===== config.mk =====
export PLATFORM = sky130hd
export DESIGN_NAME = wicc_addcmp
export DESIGN_NICKNAME = d
export VERILOG_FILES = /design/src/design/wicc_pkg.sv /design/src/design/wicc_addcmp.sv
export SDC_FILE = /design/constraint.sdc
export NUM_CORES = 1
export LEC_CHECK = 0
export ABC_AREA = 1
export ABC_CLOCK_PERIOD_IN_PS = 5600
export BUFFER_PORTS_ARGS = -buffer_cell sky130_fd_sc_hd__buf_2
export CORE_UTILIZATION = 30
export DETAILED_ROUTE_END_ITERATION = 8
export SETUP_SLACK_MARGIN = 0.1
export SKIP_LAST_GASP = 1
export SLEW_MARGIN = 40
export SYNTH_ARGS = -nofsm -noshare
export SYNTH_HDL_FRONTEND = slang
export SYNTH_SLANG_ARGS = --single-unit

===== constraint.sdc =====
create_clock -name vclk -period 5.6
set_clock_uncertainty 0.2 [all_clocks]
set_input_delay 0 -clock vclk [all_inputs]
set_output_delay 0 -clock vclk [all_outputs]
set_load 0.05 [all_outputs]

===== src/design/wicc_pkg.sv =====
// wicc_pkg: shared sizes, types and codes for the interval coverage count unit.
// No dependencies; imported by every design file but wicc_ram.
package wicc_pkg;

    localparam int MAX_LENGTH    = 4096;
    localparam int MAX_INTERVALS = 256;

    localparam int POS_W   = 13;                          // start/end/line_length fields
    localparam int WGT_W   = 16;
    localparam int THR_W   = 24;
    localparam int CNT_W   = 13;                          // quiet_count field
    localparam int ADDR_W  = $clog2(MAX_LENGTH);
    localparam int LEN_W   = $clog2(MAX_LENGTH + 1);      // holds MAX_LENGTH itself
    localparam int TALLY_W = $clog2(MAX_INTERVALS + 1);
    localparam int STORE_W = 25;                          // one weight change entry
    localparam int SUM_W   = STORE_W + 1;                 // running sum, signed

    localparam int S_DATA_W = 48;                         // 13+13+16 rounded to bytes
    localparam int M_DATA_W = 16;                         // 13+1 rounded to bytes

    localparam int CFG_IDX_W  = 1;
    localparam int CFG_DATA_W = 24;

    typedef enum logic [CFG_IDX_W-1:0] {
        REG_LINE_LENGTH = 1'b0,
        REG_THRESHOLD   = 1'b1
    } cfg_reg_t;

    typedef enum logic {
        ALU_ADD,
        ALU_SUB
    } alu_op_t;

    typedef enum logic [2:0] {
        ST_CLEAR,       // post-reset zeroing of the change store
        ST_IDLE,
        ST_RD_S,
        ST_WR_S,
        ST_RD_E,
        ST_WR_E,
        ST_SWEEP,
        ST_OUT
    } state_t;

    // Shared adder/comparator controls
    typedef struct packed {
        alu_op_t                  op;
        logic signed [SUM_W-1:0]  a;
        logic signed [SUM_W-1:0]  b;
    } alu_req_t;

    typedef struct packed {
        logic signed [SUM_W-1:0]  sum;
        logic                     below;  // sum < threshold
    } alu_rsp_t;

endpackage


===== src/design/wicc_addcmp.sv =====
// wicc_addcmp: the one shared adder/subtractor with threshold compare.
// Depends on wicc_pkg.
module wicc_addcmp (
    input  wicc_pkg::alu_req_t             req,
    input  logic [wicc_pkg::THR_W-1:0]     threshold,
    output wicc_pkg::alu_rsp_t             rsp
);
    import wicc_pkg::*;

    logic signed [SUM_W-1:0] thr_ext;

    assign thr_ext = $signed({{(SUM_W - THR_W){1'b0}}, threshold});

    always_comb begin
        rsp.sum   = (req.op == ALU_SUB) ? (req.a - req.b) : (req.a + req.b);
        rsp.below = (rsp.sum < thr_ext);
    end

endmodule


==> results.ini <==
[timing]
fin_crit_ps = 4080
hold_violations = 0
tightest_slew_ps = 411
finalCritPeriodShare_pct = 72.9
rsz0062_at_grt = false
slew_headroom_pct = 72.3
setup-tns-final_ps = 0
clock.fmax_ghz = 0.245
setup_viol = 0
slew_viol_final = 0

[detailed_routing]
avgViaCountPerCell = 4.60
met3_wirelength_um = 227
highest_layer = met4
route.vias.total = 3379
route.met2.wl_um = 4030
dr.pass1.iters = 4
wire_per_inst_um = 11.9
wl_um = 8770
met1_length_um = 4420
drt_iter0_drc = 92
ant_nets = 0
drcViolationCount = 0

[critical_path]
crit_type = input port to output port
crit_arrival_ps = 3880
critPathLaunch = req[0]
worst-path-max-fanout = 4
end_kind = output port
required_ps = 5400
slowest_delay_ps = 350
crit_cells = 25
critical-path-top-delay-family = compound AO/OA/AOI/OAI gates
crit_path_top_delay_cell = a21oi_1
cp-endpoint = rsp[0]
crit_top_cell = nand2_1
cp-start-kind = input port
crit_buf_inv = 3

[cells_and_area]
fin_util_pct = 38.5
final_common_cell = nand2_1
synthToLayoutAreaGrowth_pct = 23.1
nClkBuffers = 0
diodes = 0
final_layout_size_suffix_gt1_share_pct = 24.0
nFlopsAndLatches = 0
seq_area_um2 = 0
final_nets = 734
layout_common_cells = nand2_1 (111), buf_2 (104), inv_1 (86)

[global_routing]
antenna_found_initial = 0
grt_max_degree = 15
overflow = 0
grt_pass1_wl_um = 14500
gr-usage-all-layers_pct = 17.4
grt_pass1_vias = 3339

[die]
core_area_um2 = 9330
pin_count = 104
die_w_um = 101
start_util_pct = 31.3
rows = 35
die_h_um = 101
die_area_um2 = 10100

[cts]
cts_setup_buffers = 0
hold_buffers = 0
cts_resized = 0

[pwr]
ir_drop_v = 0.0000982
power.switching_uw = 571
clockPowerShare_pct = 0
swShare_pct = 70.6
power.leakage_uw = 0.00204
power_uw = 809
power_frac_comb_pct = 100.0
internal-power_uw = 237
powerDensity_nw_per_um2 = 225
p_seq_share_pct = 0

[min_path]
hp-class = input port to output port

[logic_synthesis]
netlist_top_cells_area = ha_1 (21%), nand2_1 (14%), inv_1 (11%), xor2_1 (9.6%), nor2_1 (6.8%)
synth_nets = 630
synth_cell_types = 35
syn_inst = 503
netlist_area_um2 = 2920
seq_area_frac_synth_pct = 0
synth_top_area_share_pct = 21.0
synth.avg_cell_area_um2 = 5.80
yosys_warnings = 0
yosysTopAreaCell = ha_1

[placement]
hpwl_um = 8110
gp_congestion = 0.899
io_buffers = 104

[flow_run]
maxCapViolations = 0

[run_status]
outcome = completed

==> power groups by stage <==
stage                     clock network [uW]  logic [uW]  registers, uW
after floorplan                            0         615              0
after global placement                     0         803              0
after detailed placement                   0         811              0
after CTS                                  0         813              0
after global routing                       0         890              0
final                                      0         809              0
==> worst min path at each step <==
stage / slack (ps) / cells past startpoint / from / end
CTS: 280 / 4 / req[0] / rsp[1]
global route: 310 / 4 / req[0] / rsp[1]
finish: 270 / 4 / req[0] / rsp[1]
detailed placement: 270 / 4 / req[0] / rsp[1]
global placement: 270 / 4 / req[0] / rsp[1]
floorplan: 110 / 2 / req[0] / rsp[1]
==> cell usage after synthesis (all sizes together), types with 4 or more instances <==
library cell and count:
nor2 61, nor4 4, a21oi 44, nand4 7, nand3 27, nand2 123, a21o 5, ha 49
nor3 7, o21ai 28, xnor2 12, xor2 32, o21bai 5, inv 91
==> cell families (layout without fill, tap and decap cells) <==
kind of cell | after synthesis | count (layout) | synth area share (%)
xor gates and xnor gates | 44 | 44 | 13.2
and+or+nand+nor | 231 | 231 | 36.2
buffers and inverters | 93 | 195 | 12.0
adders and majority gates | 50 | 50 | 21.7
AOI/OAI and AO/OA | 85 | 85 | 16.8
==> routing by layer <==
layer | global-route usage [%] | vias to the layer above
met3 | 0.416 | 8
met1 | 23.6 | 1470
li1 | - | 1828
met2 | 31.9 | 73
met5 | 0 | -
met4 | 1.45 | 0
==> through the flow <==
stage	cell area [um^2]	worst slack, ps	instances	hold slack (ps)
3_3_place_gp	3590	1610	734	269
4_1_cts	3590	1550	734	277
3_5_place_dp	3590	1580	734	268
2_1_floorplan	2920	1560	503	115
6_report	3590	1520	734	273
5_1_grt	3590	1120	734	309
==> area by class of cell <==
cell class,instances,area [um^2]
fillers,1056,5740
multi-input cells,410,2560
repair buffers,104,520
inverters,91,342
well taps,129,161
No activity file was read; power rests on OpenSTA's default activity.
