<file path="config.mk">
export PLATFORM = sky130hd
export DESIGN_NAME = wicc_ram
export DESIGN_NICKNAME = d
export VERILOG_FILES = /design/src/design/wicc_ram.sv
export SDC_FILE = /design/constraint.sdc
export NUM_CORES = 1
export LEC_CHECK = 0
export ABC_AREA = 1
export BUFFER_PORTS_ARGS = -buffer_cell sky130_fd_sc_hd__buf_2
export CORE_MARGIN = 5
export CORE_UTILIZATION = 45
export DETAILED_ROUTE_END_ITERATION = 6
export PLACE_DENSITY = 0.68
export REMOVE_ABC_BUFFERS = 1
export SYNTH_ARGS = -nofsm -noshare
export SYNTH_HDL_FRONTEND = slang
export SYNTH_SLANG_ARGS = --single-unit
</file>
<file path="constraint.sdc">
create_clock -name aclk -period 0.95 [get_ports aclk]
set_input_delay 0.0475 -clock aclk [delete_from_list [all_inputs] [get_ports aclk]]
set_output_delay 0.0475 -clock aclk [all_outputs]
set_load 0.01 [all_outputs]
</file>
<file path="src/design/wicc_ram.sv">
// wicc_ram: generic simple dual-port RAM, one write and one registered read port.
// Read during write to the same address returns the old contents.
module wicc_ram #(
    parameter int WIDTH = 8,
    parameter int DEPTH = 16
) (
    input  logic                     aclk,
    input  logic                     we,
    input  logic [$clog2(DEPTH)-1:0] waddr,
    input  logic [WIDTH-1:0]         wdata,
    input  logic [$clog2(DEPTH)-1:0] raddr,
    output logic [WIDTH-1:0]         rdata
);

    logic [WIDTH-1:0] mem [DEPTH];

    always_ff @(posedge aclk) begin
        if (we) begin
            mem[waddr] <= wdata;
        end
        rdata <= mem[raddr];
    end

endmodule

</file>
==> metrics.md, run 1 <==
| Metric | Value |
|---|---|
| Overall power | `approximately 14 mW` |
| Largest net degree at the start of global routing | `44` |
| Sequential fraction of the synthesis area | `approximately 70%` |
| Gr usage total | `between 10% and 20%` |
| Cell area after synthesis | `5770 um^2` |
| Critical path startpoint category | `flip-flop` |
| Measured slew at the worst slew-check pin | `about 0.38 ns` |
| Clock skew | `0.00994 ns` |
| Detail Placement HPWL | `between 8000 and 9000 um` |
| Largest family of logic cells by synthesized area | `simple AND/OR/NAND/NOR gates` |
| CP Data Required Time | `1.24 ns` |
| Netlist cell types | `12` |
| Failing checks | `setup timing` |
| Crit Path Category | `flip-flop to flip-flop` |
| Hold Fails Final Rpt | `0` |
| DRC Markers | `0` |
| Status | `complete, but fails checks` |
| Post-CTS Setup Inserts | `0` |
| Rel. slew slack | `around 74%` |
| Post-synthesis mux area share | `0%` |
| Final ANT Viol Nets | `0` |
| XOR/XNOR Fraction of Synth Area | `0%` |
| Core Area | `12,600 um^2` |
| Adder-cell share of the synthesized area | `0%` |
| # diodes | `0` |
| Gr ovfl total | `0` |
| Layout cells sized above 1 | `20.0%` |
| Cells after Synth | `roughly 550` |
| Initial antenna violation count | `0` |
| Flop2flop setup slack | `-0.02 ns` |
| # fillers | `1,049` |
| Critical Path Fanout Max | `1` |
| Routed WL | `13,200 um` |
| Row count | `41` |
| Cell depth of the worst hold path | `3` |
| Min Tclk post-route | `0.971 ns` |
| Cell depth of the worst flop-to-flop path | `6` |
| Hold buffers post-CTS | `0` |
| Starting DRC count in detailed routing | `320` |
| Initial cell density of the core | `between 40% and 50%` |
| Worst reg2reg path endpoint | `rdata[0]$_DFF_P_` |
| Port bufs | `25` |
| Leading cell type in the layout, fill and taps excluded | `nand2_1` |
| H-tree depth | `4` |
| Number of global-route vias before repair | `3,877` |
| Setup TNS | `-0.0377 ns` |
| RSZ-0062 raised after global routing | `yes` |
| # IOs | `26` |
| Worst reg2reg path startpoint | `mem[6][0]$_DFFE_PP_` |
| Synth Register Bits | `between 100 and 150` |
| Yosys warning count | `0` |
| Clock buffer depth | `2` |
| Die W | `between 100 and 150 um` |
| Most frequent cells in the layout | `nand2_1 (169), edfxtp_1 (128), inv_1 (96), nand3_1 (66), nand3_2 (31)` |
| Critical Path Sink Type | `flip-flop` |
| First-pass GRT wire length | `~21,000 um` |
| Pins Over Slew Limit | `0` |
| LEAKAGE | `3.03 nW` |
| Final GP Congestion | `0.845` |
| Vias per Instance | `between 5 and 6` |
| Setup slack after layout | `-0.0214 ns` |
| Area Overhead vs Synth | `21.0%` |
| Max VDD drop | `1.22 mV` |
| Critical path arrival | `roughly 1.3 ns` |
| Full die area | `between 15,000 and 20,000 um^2` |
| Average wire per standard cell | `16.9 um` |
| Number of clock sinks | `136` |
| Clk slew on worst S/H paths | `0.05 ns` |
| Multi-input logic area | `1380 um^2` |
| Worst hold-check path type | `primary input to flip-flop` |
| Root buffer cell | `clkbuf_16` |
| Simple-Gate Fraction of Synth Area | `21.0%` |
| FMAX | `1030 MHz` |
| Routed vias | `3,916` |
| Cts bufs inserted | `17` |
| TritonCTS clock tree | `yes` |
| Average size of a mapped cell | `roughly 10 um^2` |
| Reg area | `4010 um^2` |
| Max Cap Viol | `0` |
| Hold WS | `about 0.034 ns` |
| Period utilisation layout | `102%` |
| Final nets | `between 600 and 700` |
| TritonRoute pass-1 iters | `5` |
| HP Start | `raddr[3]` |
| Pwr Density | `2010 nW/um^2` |
| Complex-gate fraction of the synthesized area | `0%` |
| Setup violations, final | `2` |
| DIE HEIGHT | `between 100 and 150 um` |
| Hold Path Sink | `rdata[5]$_DFF_P_` |
| Worst-skew pair later-pin latency | `0.41 ns` |
[critical path, cell delays in order (launching register included)]
cell,delay (ns)
edfxtp_1,0.36
inv_1,0.06
nand2_1,0.07
nand3_2,0.10
nand3_2,0.09
nand3_1,0.11
nand2_1,0.07
[metrics by stage]
stage	std cells	utilization [%]	instance area [um^2]	setup WS, ns
2_1_floorplan	527	-	5600	-0.0780
5_1_grt	782	55.5	6980	-0.0750
3_5_place_dp	752	49.5	6230	-0.249
6_report	782	55.5	6980	-0.0214
4_1_cts	782	54.6	6860	-0.00428
3_3_place_gp	752	49.5	6230	-0.224
[metal layers]
metal	routed length, um	global-route usage, %	vias to the layer above
met5	0	0	-
met4	158	6.85	0
met3	853	4.30	15
met2	6690	30.7	153
met1	5530	24.6	1878
li1	-	-	1870
[kinds of logic after synthesis]
| logic type | count (synthesis) |
|---|---|
| simple gates | 289 |
| flops | 136 |
| buf+inv | 126 |
[cell type report]
type | instances | area share (%)
clock buffer | 26 | 7.16
clock inverter | 4 | 0.986
inverter | 102 | 5.49
multi-input combinational | 289 | 19.8
sequential | 136 | 57.5
tap | 172 | 3.08
timing repair buffer | 53 | 6.06
[worst max-delay path by stage]
| stage | start | to | slack, ns | cells past startpoint |
|---|---|---|---|---|
| 2_1_floorplan | raddr[0] | rdata[2]$_DFF_P_ | -0.08 | 6 |
| 3_3_place_gp | waddr[3] | mem[4][6]$_DFFE_PP_ | -0.22 | 4 |
| 3_5_place_dp | waddr[3] | mem[4][7]$_DFFE_PP_ | -0.25 | 4 |
| 4_1_cts | rdata[2]$_DFF_P_ | rdata[2] | -0.004 | 1 |
| 5_1_grt | mem[7][0]$_DFFE_PP_ | rdata[0]$_DFF_P_ | -0.07 | 6 |
| 6_report | mem[6][0]$_DFFE_PP_ | rdata[0]$_DFF_P_ | -0.02 | 6 |
[power breakdown]
part	internal, mW	leakage, nW	switching, mW
registers	6.72	1.22	0.0516
clock network	4.10	0.278	2.19
logic	0.315	1.53	0.632
total	11.1	3.03	2.88
[flip-flops by register name (all words and copies together), names as in the netlist]
signal and flops:
rdata 8, mem 128
[cells in the mapped netlist, drive strengths merged]
cell type    n  share of area, %
buf         24               2.9
dfxtp        8               2.8
edfxtp     128                67
inv        102               6.6
nand2      173                11
nand3       97               8.4
nand3b       2              0.26
nor2        17               1.1
[repair_timing]
action	in CTS	in global routing
endpoints found under the setup margin	11	8
pin swaps	3	17
gates resized for setup	16	29
Note: power is estimated with default switching activity, not from simulation.
==> run 2, diff against run 1 <==
CORE_MARGIN = default   (was 5)
clock period = 0.8 ns   (was 0.95 ns; I/O delays follow)
==> run 2 against run 1 <==
Compared with the run above:
- core utilization increased by 1.3 points
- highest routed layer unchanged
- count of clock-buffer cells in the layout decreased by 9
- maximum frequency increased by 4.0%
- sequential power increased by 18%
- worst setup slack got worse by 0.11 ns
- first-iteration DRC count decreased by 21%
- the run still ends with setup timing left
- critical path type unchanged
==> metrics.md, run 2 (synthesis results as in run 1) <==
| Metric | Value |
|---|---|
| Most flop-heavy register | `mem` |
| Crit Path Category | `flip-flop to flip-flop` |
| Clock power frac | `47.4% (+2.5 points)` |
| # fillers | `1,026 (-2.2%)` |
| Hold buffers post-CTS | `0 (unchanged)` |
| Placed Area | `6230 um^2 (about the same)` |
| Starting DRC count in detailed routing | `253 (-21%)` |
| Root buffer cell | `clkbuf_16` |
| Core Area | `12,300 um^2 (-2.4%)` |
| Critical Path Sink Type | `flip-flop` |
| Min Tclk post-route | `0.934 ns (-0.0376 ns)` |
| Largest net degree at the start of global routing | `40 (-9.1%)` |
| Failing checks | `setup timing` |
| Setup violations, final | `16 (+14)` |
| Routed WL | `11,900 um (-9.8%)` |
| FMAX | `1070 MHz (+4.0%)` |
| Max reg flops | `128 (unchanged)` |
| Gr ovfl total | `0 (unchanged)` |
| Layout cells sized above 1 | `18.4% (-1.6 points)` |
| Critical path arrival | `1.25 ns (about the same)` |
| Status | `complete, but fails checks` |
| Final ANT Viol Nets | `0 (unchanged)` |
| P_int | `13.5 mW (+22%)` |
| Final GP Congestion | `0.832 (-1.6%)` |
| Leading cell type in the layout, fill and taps excluded | `nand2_1` |
| Combinational Power Share | `6.1% (-0.7 points)` |
| First-pass GRT wire length | `19,100 um (-8.2%)` |
| Measured slew at the worst slew-check pin | `0.357 ns (-0.0270 ns)` |
| Final nets | `623 (+0.97%)` |
| RSZ-0062 raised after global routing | `yes` |
| Initial antenna violation count | `0 (unchanged)` |
| Rel. slew slack | `76.2% (+1.8 points)` |
| Number of global-route vias before repair | `3,742 (-3.5%)` |
| Initial cell density of the core | `47.0% (+1.1 points)` |
| Max Cap Viol | `0 (unchanged)` |
| Post-CTS Setup Inserts | `0 (unchanged)` |
| Full die area | `13,300 um^2 (-13%)` |
| Gr usage total | `19.9% (+1.2 points)` |
| Detail Placement HPWL | `7580 um (-8.5%)` |
| Port bufs | `25 (unchanged)` |
| Largest regs | `mem (128), rdata (8)` |
| Hold Fails Final Rpt | `0 (unchanged)` |
| # IOs | `26 (unchanged)` |
| P_sw | `3.70 mW (+29%)` |
| CP Data Required Time | `1.11 ns (-0.13 ns)` |
| LEAKAGE | `3.04 nW (+0.25%)` |
| # placed instances | `754 (+0.27%)` |
| Row count | `40 (-2.4%)` |
| Die W | `115 um (-6.5%)` |
| Reg power frac | `46.5% (-1.8 points)` |
| Period utilisation layout | `117% (+14 points)` |
| Most frequent cells in the layout | `nand2_1 (173), edfxtp_1 (128), inv_1 (99), nand3_1 (79), buf_4 (31)` |
| Cts bufs inserted | `17 (unchanged)` |
| Worst hold-check path type | `primary input to flip-flop` |
| Vias per Instance | `4.86 (-3.0%)` |
| Pwr Density | `2480 nW/um^2 (+23%)` |
| Number of clock sinks | `136 (unchanged)` |
| Clock buffer depth | `2 (unchanged)` |
| Max VDD drop | `1.67 mV (+37%)` |
| Clock skew | `0.00587 ns (-0.00407 ns)` |
| Pins Over Slew Limit | `0 (unchanged)` |
| Average wire per standard cell | `15.2 um (-10%)` |
| DIE HEIGHT | `115 um (-6.5%)` |
| Clk slew on worst S/H paths | `0.06 ns (about the same)` |
| Critical Path Fanout Max | `1 (unchanged)` |
| # diodes | `0 (unchanged)` |
| TritonCTS clock tree | `yes` |
| Flop2flop setup slack | `-0.13 ns (-0.11 ns)` |
| Switching share of power | `21.5% (+0.91 points)` |
| Worst-skew pair later-pin latency | `0.42 ns (about the same)` |
| TritonRoute pass-1 iters | `4 (-1)` |
| Setup slack after layout | `-0.134 ns (-0.112 ns)` |
| Area Overhead vs Synth | `20.8%` |
| Design area | `6970 um^2 (-0.16%)` |
| Critical path startpoint category | `flip-flop` |
| H-tree depth | `4 (unchanged)` |
| Final Non-Filler Cells | `786 (+0.51%)` |
| DRC Markers | `0 (unchanged)` |
| Routed vias | `3,817 (-2.5%)` |
-- run 2: cell count changes in the layout (fill, tap and decap cells not counted), moves of 2 or more --
cell / delta
clkbuf_8: -4
clkinvlp_4: +4
inv_2: -3
inv_6: +2
inv_1: +3
nand2_2: -4
nand3_1: +13
nand2_1: +4
buf_12: -3
clkinv_4: +2
clkbuf_1: -5
nand3_2: -13
buf_4: +9
bufinv_16: +2
-- run 2: critical path, stage by stage, from the launching register on --
cell and delay (ns):
edfxtp_1 0.37, nand2_1 0.09, nand2_1 0.07, nand2_1 0.07
nand3_1 0.08, nand3_1 0.10, nand2_1 0.05
-- run 2: area by class of cell --
type                       instances  area (um^2)  area share [%]
timing repair buffer              59          437            6.27
multi-input combinational        289         1300            18.7
clock buffer                      17          425            6.11
tap                              168          210            3.02
clock inverter                    15          199            2.86
sequential                       136         4010            57.5
inverter                         102          383            5.50
-- run 2: repair_timing --
item | in CTS | in global routing
gates resized for setup | 10 | 15
setup endpoints to repair | 16 | 16
pin swaps | 28 | 17
hold endpoints to repair | 0 | 0
-- run 2: metal layers --
metal / up-vias / track usage, % / share of wire, %
met3: 23 / 4.59 / 5.1
met2: 110 / 31.4 / 48
met4: 0 / 10.0 / 2.9
met1: 1800 / 26.1 / 44
met5: - / 0 / 0
li1: 1884 / - / -
-- run 2: worst paths after layout --
| check | from | cells past startpoint | endpoint |
|---|---|---|---|
| max | mem[3][4]$_DFFE_PP_ | 6 | rdata[4]$_DFF_P_ |
| min | wdata[3] | 1 | mem[2][3]$_DFFE_PP_ |
| max reg2reg | mem[3][4]$_DFFE_PP_ | 6 | rdata[4]$_DFF_P_ |
| min reg2reg | mem[12][5]$_DFFE_PP_ | 6 | rdata[5]$_DFF_P_ |
-- run 2: power groups by stage --
stage          Clock, mW  Sequential (mW)  Combinational, mW
2_1_floorplan          0             8.17              0.430
3_3_place_gp           0             8.16              0.977
3_5_place_dp           0             8.16              0.992
4_1_cts             8.21             8.02               1.03
5_1_grt             8.54             8.03               1.18
6_report            8.17             8.02               1.06
-- run 2: stage by stage --
stage                     power, mW  hold WS, ns  worst slack, ns  TNS [ns]  util (%)
after floorplan                8.60        0.139           -0.220    -23.25         -
after global placement         9.13        0.443           -0.280    -26.34      50.8
after detailed placement       9.15        0.440           -0.282    -28.21      50.8
after CTS                      17.3       0.0157           -0.136     -1.58      56.2
after global routing           17.7       0.0237           -0.190     -2.28      56.8
final                          17.2       0.0245           -0.134     -1.48      56.8
==> run 3, diff against run 2 <==
--- a/config.mk
+++ b/config.mk
@@ -13,2 +13,4 @@
 export REMOVE_ABC_BUFFERS = 1
+export SKIP_CTS_REPAIR_TIMING = 1
+export SKIP_LAST_GASP = 1
 export SYNTH_ARGS = -nofsm -noshare
==> constraint.sdc (replaced) <==
create_clock -name aclk -period 0.8 [get_ports aclk]
set_input_delay 0 -clock aclk [delete_from_list [all_inputs] [get_ports aclk]]
set_output_delay 0 -clock aclk [all_outputs]
set_load 0.01 [all_outputs]
==> run 3 against run 2 <==
Compared with the run above:
- the flow finishes with violations (hold timing, setup timing)
- final area is 0.41% lower
- global-route usage hardly changed
- clock power is 9.3% lower
- non-clock buffer count is 2 higher
- count of clock-buffer cells in the layout is 1 higher
- first-iteration DRC count is 2.0% higher
- largest power group is now sequential cells
- highest routed layer unchanged
==> metrics.md, run 3 (synthesis results as in run 1) <==
| Metric | Value |
|---|---|
| Status | `complete, but fails checks` |
| Failing checks | `hold timing, setup timing` |
| Root buffer cell | `clkbuf_16` |
| Routed vias | `3,866 (+1.3%)` |
| DRC Markers | `0 (unchanged)` |
| Number of clock sinks | `136 (unchanged)` |
| Clk slew on worst S/H paths | `0.06 ns (about the same)` |
| Gr ovfl total | `0 (unchanged)` |
| Leading cell type in the layout, fill and taps excluded | `nand2_1` |
| Cts bufs inserted | `17 (unchanged)` |
| Largest net degree at the start of global routing | `40 (unchanged)` |
| Crit Path Category | `flip-flop to flip-flop` |
| Row count | `40 (unchanged)` |
| Layout cells sized above 1 | `19.1% (+0.62 points)` |
| First-pass GRT wire length | `19,100 um (+0.15%)` |
| Clock buffer depth | `2 (unchanged)` |
| Critical Path Fanout Max | `1 (unchanged)` |
| TritonCTS clock tree | `yes` |
| LEAKAGE | `3.02 nW (-0.53%)` |
| Max VDD drop | `2.06 mV (+23%)` |
| Final ANT Viol Nets | `0 (unchanged)` |
| CP Data Required Time | `1.11 ns (about the same)` |
| FMAX | `1060 MHz (-0.72%)` |
| Flop2flop setup slack | `-0.14 ns (about the same)` |
| Average wire per standard cell | `15.5 um (+2.2%)` |
| Pwr Density | `2380 nW/um^2 (-3.9%)` |
| Setup TNS | `-1.23 ns (+0.250 ns)` |
| Crit-path cells | `nand2_1 > nand2_1 > nand2_1 > nand3_1 > nand3_1 > nand2_1` |
| Critical path arrival | `1.25 ns (about the same)` |
| TritonRoute pass-1 iters | `5 (+1)` |
| # IOs | `26 (unchanged)` |
| Largest regs | `mem (128), rdata (8)` |
| Port bufs | `25 (unchanged)` |
| Full die area | `13,300 um^2 (unchanged)` |
| Max Cap Viol | `0 (unchanged)` |
| Final Non-Filler Cells | `787 (+0.13%)` |
| Critical path startpoint category | `flip-flop` |
| Starting DRC count in detailed routing | `258 (+2.0%)` |
| H-tree depth | `4 (unchanged)` |
| CP max stage delay | `0.38 ns (about the same)` |
| Final nets | `625 (+0.32%)` |
| Final GP Congestion | `0.832 (unchanged)` |
| Max reg flops | `128 (unchanged)` |
| # placed instances | `754 (unchanged)` |
| Number of global-route vias before repair | `3,723 (-0.51%)` |
| Hold Fails Final Rpt | `5 (+5)` |
| Worst-skew pair later-pin latency | `0.42 ns (about the same)` |
| Vias per Instance | `4.91 (+1.2%)` |
| RSZ-0062 raised after global routing | `yes` |
| Initial antenna violation count | `0 (unchanged)` |
| Most flop-heavy register | `mem` |
| Detail Placement HPWL | `7590 um (+0.11%)` |
| Setup violations, final | `16 (unchanged)` |
| Min Tclk post-route | `0.941 ns (+0.00676 ns)` |
| Rel. slew slack | `75.8% (-0.37 points)` |
| Die W | `115 um (unchanged)` |
| Core Area | `12,300 um^2 (unchanged)` |
| CP max-delay cell | `edfxtp_1` |
| Most frequent cells in the layout | `nand2_1 (172), edfxtp_1 (128), inv_1 (97), nand3_1 (75), buf_4 (31)` |
| Overall power | `16.5 mW (-4.3%)` |
| Area Overhead vs Synth | `20.3%` |
| Hold WS | `-0.00239 ns (-0.0269 ns)` |
| Critical Path Sink Type | `flip-flop` |
| Setup slack after layout | `-0.141 ns (-0.00676 ns)` |
| # diodes | `0 (unchanged)` |
| Routed WL | `12,200 um (+2.3%)` |
| Clock skew | `0.00417 ns (-0.00170 ns)` |
| Design area | `6940 um^2 (-0.41%)` |
| Pins Over Slew Limit | `0 (unchanged)` |
| Worst hold-check path type | `primary input to flip-flop` |
| DIE HEIGHT | `115 um (unchanged)` |
| Measured slew at the worst slew-check pin | `0.363 ns (+0.00558 ns)` |
| Worst path most repeated cell | `nand2_1` |
| Gr usage total | `20.0% (about the same)` |
| Placed Area | `6230 um^2 (unchanged)` |
| Period utilisation layout | `118% (+0.84 points)` |
| Initial cell density of the core | `47.0% (unchanged)` |
==> run 3: worst paths after layout <==
path / from / endpoint / cells after the start
max: mem[2][4]$_DFFE_PP_ / rdata[4]$_DFF_P_ / 6
min: wdata[6] / mem[13][6]$_DFFE_PP_ / 1
max reg2reg: mem[2][4]$_DFFE_PP_ / rdata[4]$_DFF_P_ / 6
min reg2reg: mem[10][7]$_DFFE_PP_ / rdata[7]$_DFF_P_ / 6
==> run 3: report_power, final <==
group | leakage (nW) | internal (mW) | switching, mW
combinational | 1.53 | 0.371 | 0.704
sequential | 1.22 | 7.97 | 0.0493
clock | 0.265 | 4.54 | 2.88
total | 3.02 | 12.9 | 3.63
==> run 3: worst max-delay path: cells and delay by family, from the launching register on <==
family,cells,cell delay (ns)
flops,1,0.38
simple gates,6,0.46
==> run 3: cell type report <==
class / instances / area [um^2]
fillers: 1002 / 5330
flip-flops and latches: 136 / 4010
multi-input cells: 289 / 1330
repair buffers: 61 / 450
clock buffers: 18 / 429
inverters: 102 / 383
well taps: 168 / 210
clock inverters: 13 / 131
==> run 3: per-stage QoR <==
| stage | utilization (%) | setup WS (ns) |
|---|---|---|
| 5_1_grt | 56.6 | -0.190 |
| 6_report | 56.6 | -0.141 |
| 3_3_place_gp | 50.8 | -0.240 |
| 3_5_place_dp | 50.8 | -0.255 |
| 4_1_cts | 55.4 | -0.158 |
| 2_1_floorplan | - | -0.180 |
==> run 3: layer usage <==
metal | vias to the layer above | wire (um) | global-route usage (%)
li1 | 1884 | - | -
met1 | 1850 | 5200 | 25.9
met2 | 121 | 6130 | 32.3
met3 | 11 | 715 | 5.22
met4 | 0 | 164 | 7.62
met5 | - | 0 | 0
